`src/rtl/qacs_pkg.sv`:
```
// Package for the quote aware command splitter: character codes, nesting
// limits and the scanner state and result types. No dependencies.
package qacs_pkg;

   // Nesting counter width and its saturation limits
   localparam int NEST_BITS = 8;
   typedef logic signed [NEST_BITS-1:0] nest_type;
   localparam nest_type NEST_MAX = nest_type'((1 << (NEST_BITS - 1)) - 1);
   localparam nest_type NEST_MIN = nest_type'(-(1 << (NEST_BITS - 1)));
   localparam nest_type NEST_ZERO = nest_type'(0);

   // Special bytes
   localparam logic [7:0] CH_DOLLAR = 8'h24;
   localparam logic [7:0] CH_OPEN   = 8'h28;
   localparam logic [7:0] CH_CLOSE  = 8'h29;
   localparam logic [7:0] CH_TICK   = 8'h60;
   localparam logic [7:0] CH_DQ     = 8'h22;
   localparam logic [7:0] CH_SQ     = 8'h27;
   localparam logic [7:0] CH_BSL    = 8'h5C;

   // Delimiter register reset value (semicolon)
   localparam logic [7:0] DELIM_RESET = 8'h3B;

   // Per-line scanner state
   typedef struct packed {
      logic       lead_mode;
      logic       token_open;
      logic       in_single_quote;
      logic       in_double_quote;
      logic       in_backtick;
      nest_type   nest_depth;
      logic [7:0] prev_byte;
      logic       prev2_backslash;
   } scan_state_type;

   localparam scan_state_type SCAN_RESET = '{
      lead_mode:       1'b1,
      token_open:      1'b0,
      in_single_quote: 1'b0,
      in_double_quote: 1'b0,
      in_backtick:     1'b0,
      nest_depth:      NEST_ZERO,
      prev_byte:       8'h00,
      prev2_backslash: 1'b0
   };

   // Marks produced for one byte
   typedef struct packed {
      logic keep;
      logic token_end;
   } scan_mark_type;

endpackage

```
`src/rtl/qacs_scan.sv`:
```
// Combinational scanner step: next line state and byte marks for one item.
// Depends on qacs_pkg.
module qacs_scan (
   input  qacs_pkg::scan_state_type state_cur,
   input  logic [7:0]               delimiter,
   input  logic [7:0]               in_byte,
   input  logic                     line_last,
   output qacs_pkg::scan_state_type state_next,
   output qacs_pkg::scan_mark_type  mark
);

   logic                     esc;
   logic                     is_quote;
   logic                     nest_open;
   logic                     no_nest;
   logic                     split;
   qacs_pkg::scan_state_type flags;

   assign esc       = (state_cur.prev_byte == qacs_pkg::CH_BSL);
   assign nest_open = (in_byte == qacs_pkg::CH_OPEN) &&
                      (state_cur.prev_byte == qacs_pkg::CH_DOLLAR) &&
                      !state_cur.prev2_backslash;
   assign is_quote  = (in_byte == qacs_pkg::CH_SQ) || (in_byte == qacs_pkg::CH_DQ);

   // Update quote, backtick and nesting flags from the byte
   always_comb begin
      flags = state_cur;
      if (nest_open) begin
         if (state_cur.nest_depth < qacs_pkg::NEST_MAX) begin
            flags.nest_depth = state_cur.nest_depth + qacs_pkg::nest_type'(1);
         end
      end else if (in_byte == qacs_pkg::CH_CLOSE && !esc) begin
         if (state_cur.nest_depth > qacs_pkg::NEST_MIN) begin
            flags.nest_depth = state_cur.nest_depth - qacs_pkg::nest_type'(1);
         end
      end else if (in_byte == qacs_pkg::CH_TICK && !esc) begin
         flags.in_backtick = !state_cur.in_backtick;
      end else if (is_quote && !esc) begin
         if (in_byte == qacs_pkg::CH_SQ && !state_cur.in_double_quote) begin
            flags.in_single_quote = !state_cur.in_single_quote;
         end
         if (in_byte == qacs_pkg::CH_DQ && !state_cur.in_single_quote) begin
            flags.in_double_quote = !state_cur.in_double_quote;
         end
      end
   end

   assign no_nest = !flags.in_single_quote && !flags.in_double_quote &&
                    !flags.in_backtick && (flags.nest_depth == qacs_pkg::NEST_ZERO);
   assign split   = !is_quote && no_nest && !esc && (in_byte == delimiter);

   // Split or keep, then clear the line on its last byte
   always_comb begin
      state_next     = flags;
      mark.keep      = !split;
      mark.token_end = split && !state_cur.lead_mode;
      if (split) begin
         state_next.lead_mode       = 1'b1;
         state_next.token_open      = 1'b0;
         state_next.prev_byte       = 8'h00;
         state_next.prev2_backslash = 1'b0;
      end else begin
         state_next.lead_mode       = 1'b0;
         state_next.token_open      = 1'b1;
         state_next.prev_byte       = in_byte;
         state_next.prev2_backslash = esc;
      end
      if (line_last) begin
         if (!split) begin
            mark.token_end = 1'b1;
         end
         state_next = qacs_pkg::SCAN_RESET;
      end
   end

endmodule

```
`src/rtl/quote_aware_command_splitter_top.sv`:
```
// Top level of the quote aware command splitter: delimiter register, line
// state, result register. Depends on qacs_pkg and qacs_scan.
//
//  channel | direction | handshake          | payload
//  req     | in        | req_valid/stall    | req_in_byte, req_line_last
//  rsp     | out       | rsp_valid/stall    | rsp_out_byte, rsp_keep, rsp_token_end,
//          |           |                    | rsp_line_done
//  csr     | in        | csr_write_enable   | csr_write_data (delimiter)
//
// One byte per cycle when not stalled; each item's result follows in the next cycle.
// The rate is set by the single result register fed from the scanner logic.
// req_stall is high only while a result waits and rsp_stall holds it.
// Synchronous reset clears the line state, the result valid and sets the
// delimiter to semicolon.
module quote_aware_command_splitter_top (
   input  logic       clock,
   input  logic       reset,
   input  logic       req_valid,
   output logic       req_stall,
   input  logic [7:0] req_in_byte,
   input  logic       req_line_last,
   output logic       rsp_valid,
   input  logic       rsp_stall,
   output logic [7:0] rsp_out_byte,
   output logic       rsp_keep,
   output logic       rsp_token_end,
   output logic       rsp_line_done,
   input  logic       csr_write_enable,
   input  logic [7:0] csr_write_data
);

   logic [7:0]               delim_ff;
   qacs_pkg::scan_state_type state_ff;
   qacs_pkg::scan_state_type state_in;
   qacs_pkg::scan_mark_type  mark;
   logic                     rsp_valid_ff;
   logic                     rsp_valid_in;
   logic [7:0]               rsp_byte_ff;
   qacs_pkg::scan_mark_type  rsp_mark_ff;
   logic                     rsp_done_ff;
   logic                     accept;

   assign req_stall    = rsp_valid_ff && rsp_stall;
   assign accept       = req_valid && !req_stall;
   assign rsp_valid_in = accept || (rsp_valid_ff && rsp_stall);

   // Delimiter register
   always_ff @(posedge clock) begin
      if (reset) begin
         delim_ff <= qacs_pkg::DELIM_RESET;
      end else if (csr_write_enable) begin
         delim_ff <= csr_write_data;
      end
   end

   qacs_scan u_scan (
      .state_cur  (state_ff),
      .delimiter  (delim_ff),
      .in_byte    (req_in_byte),
      .line_last  (req_line_last),
      .state_next (state_in),
      .mark       (mark)
   );

   // Advance line state on each accepted item
   always_ff @(posedge clock) begin
      if (reset) begin
         state_ff <= qacs_pkg::SCAN_RESET;
      end else if (accept) begin
         state_ff <= state_in;
      end
   end

   // Result valid
   always_ff @(posedge clock) begin
      if (reset) begin
         rsp_valid_ff <= 1'b0;
      end else begin
         rsp_valid_ff <= rsp_valid_in;
      end
   end

   // Load result payload; hold it while stalled
   always_ff @(posedge clock) begin
      if (accept) begin
         rsp_byte_ff <= req_in_byte;
         rsp_mark_ff <= mark;
         rsp_done_ff <= req_line_last;
      end
   end

   assign rsp_valid     = rsp_valid_ff;
   assign rsp_out_byte  = rsp_byte_ff;
   assign rsp_keep      = rsp_mark_ff.keep;
   assign rsp_token_end = rsp_mark_ff.token_end;
   assign rsp_line_done = rsp_done_ff;

   // An open token and lead mode exclude each other
   a_open_vs_lead: assert property (@(posedge clock) disable iff (reset)
      state_ff.token_open != state_ff.lead_mode)
      else $error("token_open and lead_mode agree");

   // The last byte of a line returns the line state to reset
   a_line_clear: assert property (@(posedge clock) disable iff (reset)
      accept && req_line_last |=> state_ff == qacs_pkg::SCAN_RESET)
      else $error("line state not cleared after last byte");

   // Only a delimiter byte is ever dropped
   a_drop_delim: assert property (@(posedge clock) disable iff (reset)
      rsp_valid && !rsp_keep |-> rsp_out_byte == delim_ff)
      else $error("dropped byte is not the delimiter");

   // A non-delimiter byte is always kept
   a_keep_other: assert property (@(posedge clock) disable iff (reset)
      accept && req_in_byte != delim_ff |=> rsp_valid && rsp_keep)
      else $error("non-delimiter byte dropped");

endmodule
```
`config.mk`:
```
export PLATFORM = sky130hd
export DESIGN_NAME = quote_aware_command_splitter_top
export DESIGN_NICKNAME = d
export VERILOG_FILES = /design/src/rtl/qacs_pkg.sv /design/src/rtl/qacs_scan.sv /design/src/rtl/quote_aware_command_splitter_top.sv
export SDC_FILE = /design/constraint.sdc
export NUM_CORES = 1
export LEC_CHECK = 0
export BUFFER_PORTS_ARGS = -buffer_cell sky130_fd_sc_hd__buf_2
export CORE_AREA = 2 2 72 91
export CTS_BUF_LIST = sky130_fd_sc_hd__clkbuf_4
export CTS_CLUSTER_DIAMETER = 50
export CTS_CLUSTER_SIZE = 12
export DETAILED_ROUTE_END_ITERATION = 16
export DIE_AREA = 0 0 74 93
export GPL_ROUTABILITY_DRIVEN = 0
export PLACE_DENSITY = 0.63
export SLEW_MARGIN = 40
export SYNTH_ARGS = -nofsm -noshare
export SYNTH_HDL_FRONTEND = slang
export SYNTH_HIERARCHICAL = 1
export SYNTH_SLANG_ARGS = --single-unit
```
`constraint.sdc`:
```
create_clock -name clock -period 3.9 [get_ports clock]
set_input_delay 0.78 -clock clock [delete_from_list [all_inputs] [get_ports clock]]
set_output_delay 0.78 -clock clock [all_outputs]
set_load 0.005 [all_outputs]
```
==> run_summary.xml <==
<?xml version="1.0" encoding="UTF-8"?>
<metrics>
  <group name="run_status">
    <metric name="status" unit="">completed</metric>
  </group>
  <group name="global_routing">
    <metric name="grt_use_total" unit="%">18.6</metric>
    <metric name="grt_pass1_wl" unit="um">9800</metric>
    <metric name="grt_max_degree" unit="">52</metric>
    <metric name="grt_antenna_before_repair" unit="">0</metric>
    <metric name="groute.layer.met1.usage" unit="%">23.0</metric>
    <metric name="first_global_vias" unit="">2046</metric>
    <metric name="grt_overflow" unit="">0</metric>
    <metric name="use_met3" unit="%">3.77</metric>
    <metric name="grt.busiest_layer" unit="">met2</metric>
    <metric name="grtUsageMet2" unit="%">31.5</metric>
  </group>
  <group name="die">
    <metric name="placement_rows" unit="">32</metric>
    <metric name="core_area" unit="um2">6050</metric>
    <metric name="ios" unit="">35</metric>
    <metric name="floorplan.die.width" unit="um">74</metric>
    <metric name="fp.dieArea" unit="um2">6880</metric>
    <metric name="die_h" unit="um">93</metric>
    <metric name="effective_utilization_at_floorplan" unit="%">42.6</metric>
  </group>
  <group name="cts">
    <metric name="cts-buffers-inserted" unit="">5</metric>
    <metric name="tritoncts_clock_tree" unit="">done</metric>
    <metric name="clock_sink_count" unit="">41</metric>
    <metric name="cts_setup_buffers" unit="">0</metric>
    <metric name="cts_htree_levels" unit="">2</metric>
    <metric name="cts_repair_resize_count" unit="">0</metric>
    <metric name="clock_insertion_delay_worst_skew" unit="ns">0.35</metric>
    <metric name="clk_root_buffer_cell" unit="">sky130_fd_sc_hd__clkbuf_4</metric>
    <metric name="max-clock-path-buffers" unit="">2</metric>
    <metric name="cts.clk_slew.worst_paths" unit="ns">0.14</metric>
    <metric name="cts-hold-fix-buffers" unit="">0</metric>
  </group>
  <group name="timing">
    <metric name="final-setup-viol-count" unit="">0</metric>
    <metric name="relative_slew_slack" unit="%">54.2</metric>
    <metric name="hold_violations" unit="">0</metric>
    <metric name="share_of_the_clock_period_used_by_the_worst_path_after_layout" unit="%">83.2</metric>
    <metric name="finalClockSkew" unit="ns">0.0108</metric>
    <metric name="maxSlewViolCount" unit="">0</metric>
    <metric name="setup-tns-final" unit="ns">0</metric>
    <metric name="tightest_pin_transition" unit="ns">0.687</metric>
    <metric name="timing.fmax" unit="GHz">0.308</metric>
    <metric name="post-route-min-period" unit="ns">3.25</metric>
    <metric name="setup_repair_after_global_routing_missed_its_margin" unit="">false</metric>
  </group>
  <group name="finish">
    <metric name="diodes" unit="">0</metric>
    <metric name="final_net_count" unit="">331</metric>
    <metric name="layout-drive-gt1-share" unit="%">18.5</metric>
    <metric name="area_growth_syn_to_layout" unit="%">11.9</metric>
    <metric name="layout.cells.non_filler" unit="">393</metric>
    <metric name="postLayoutCoreUtil" unit="%">47.7</metric>
    <metric name="final_area" unit="um2">2880</metric>
  </group>
  <group name="hold_path">
    <metric name="worstHoldPathType" unit="">reg2reg</metric>
    <metric name="hold_path_depth" unit="">2</metric>
  </group>
  <group name="worst_setup_path">
    <metric name="critical_path_class" unit="">in2reg</metric>
    <metric name="cp.required" unit="ns">4.19</metric>
    <metric name="setup.reg_to_reg.worst_slack" unit="ns">0.80</metric>
    <metric name="worst-endpoint-arrival" unit="ns">3.54</metric>
    <metric name="setup.worst_path.start_class" unit="">input port</metric>
    <metric name="end_kind" unit="">flip-flop</metric>
    <metric name="critical_path_peak_fanout" unit="">10</metric>
    <metric name="r2r_cells" unit="">9</metric>
  </group>
  <group name="synth">
    <metric name="post_synth_instance_area" unit="um2">2570</metric>
    <metric name="mean_area_per_synthesized_cell" unit="um2">9.33</metric>
    <metric name="total_nets_after_synthesis" unit="">300</metric>
    <metric name="syn-instance-count" unit="">276</metric>
    <metric name="synth-warning-count" unit="">6</metric>
  </group>
  <group name="detailed_routing">
    <metric name="viasPerCell" unit="">5.35</metric>
    <metric name="routedWlPerCell" unit="um">15.0</metric>
    <metric name="drt_first_iter_violations" unit="">130</metric>
    <metric name="ant_nets" unit="">0</metric>
    <metric name="drcViolationCount" unit="">0</metric>
    <metric name="vias" unit="">2103</metric>
    <metric name="router_iterations_before_antenna_repair" unit="">4</metric>
    <metric name="postRouteWirelength" unit="um">5910</metric>
  </group>
  <group name="power_and_ir_drop">
    <metric name="maximum_resistive_drop_on_vdd" unit="V">0.000189</metric>
    <metric name="power_density" unit="nW/um2">297</metric>
    <metric name="total_leakage_power" unit="nW">1.06</metric>
    <metric name="total_power" unit="uW">855</metric>
  </group>
  <group name="placement">
    <metric name="postPlaceCellArea" unit="um2">2800</metric>
    <metric name="dp_cells" unit="">385</metric>
    <metric name="place_hpwl" unit="um">4180</metric>
    <metric name="placement.io_buffers" unit="">34</metric>
  </group>
  <group name="flow_run">
    <metric name="max-cap-violations" unit="">0</metric>
  </group>
</metrics>
sequential cells by signal, summed over array words and instances (netlist names):
name,flops
state_ff,21
rsp_line_done,1
rsp_token_end,1
rsp_out_byte,8
rsp_valid,1
rsp_keep,1
delim_ff,8
area by class of cell:
class,instances,area [um2]
repair buffers,39,208
clock buffers,5,37.5
clock inverters,3,46.3
fillers,618,3160
multi-input cells,214,1530
well taps,85,106
flip-flops and latches,41,931
inverters,6,22.5
worst max-delay path, cell delays in order:
cell and delay (ns):
sky130_fd_sc_hd__buf_2 0.14, sky130_fd_sc_hd__or4b_1 0.56, sky130_fd_sc_hd__or4_4 0.55, sky130_fd_sc_hd__or3_1 0.39, sky130_fd_sc_hd__o311ai_1 0.19, sky130_fd_sc_hd__a2111oi_4 0.17
sky130_fd_sc_hd__a31oi_2 0.39, sky130_fd_sc_hd__and2_1 0.19, sky130_fd_sc_hd__nand2b_1 0.05, sky130_fd_sc_hd__mux2i_1 0.13
stage by stage:
step,hold WS (ns),setup slack (ns)
floorplan,0.448,0.634
global placement,0.475,0.293
detailed placement,0.486,0.247
CTS,0.507,0.639
global route,0.530,0.485
finish,0.501,0.654
metal layers:
| layer | share of wire [%] | wire length [um] |
|---|---|---|
| met2 | 50 | 2950 |
| met4 | 2.1 | 124 |
| met1 | 43 | 2570 |
| met3 | 4.6 | 270 |
| met5 | 0 | 0 |
worst paths after layout:
check / start / to
worst max-delay path: req_in_byte[4] / state_ff[1]$_SDFFE_PP0P_
worst min-delay path: state_ff[6]$_SDFFE_PP0P_ / state_ff[6]$_SDFFE_PP0P_
worst max register to register: state_ff[4]$_SDFFE_PP0P_ / state_ff[1]$_SDFFE_PP0P_
worst min register to register: state_ff[6]$_SDFFE_PP0P_ / state_ff[6]$_SDFFE_PP0P_
report_power, final:
group          internal [mW]  total [mW]  switching, mW
clock network          0.136       0.290          0.154
registers              0.455       0.464        0.00898
logic                 0.0488       0.102         0.0535
total                  0.639       0.855          0.216
cell usage in the layout (no fill, tap or decap), types with 7 or more instances in the layout:
cell type                   n
sky130_fd_sc_hd__xnor2_1    7
sky130_fd_sc_hd__edfxtp_1  11
sky130_fd_sc_hd__nor3_1     7
sky130_fd_sc_hd__nor2b_1   10
sky130_fd_sc_hd__buf_2     34
sky130_fd_sc_hd__dfxtp_1   30
sky130_fd_sc_hd__nand2_1   12
sky130_fd_sc_hd__nor2_1    23
sky130_fd_sc_hd__mux2i_1   25
sky130_fd_sc_hd__and2_1    10
sky130_fd_sc_hd__nand2b_1  42
(Power assumes the default switching activity.)
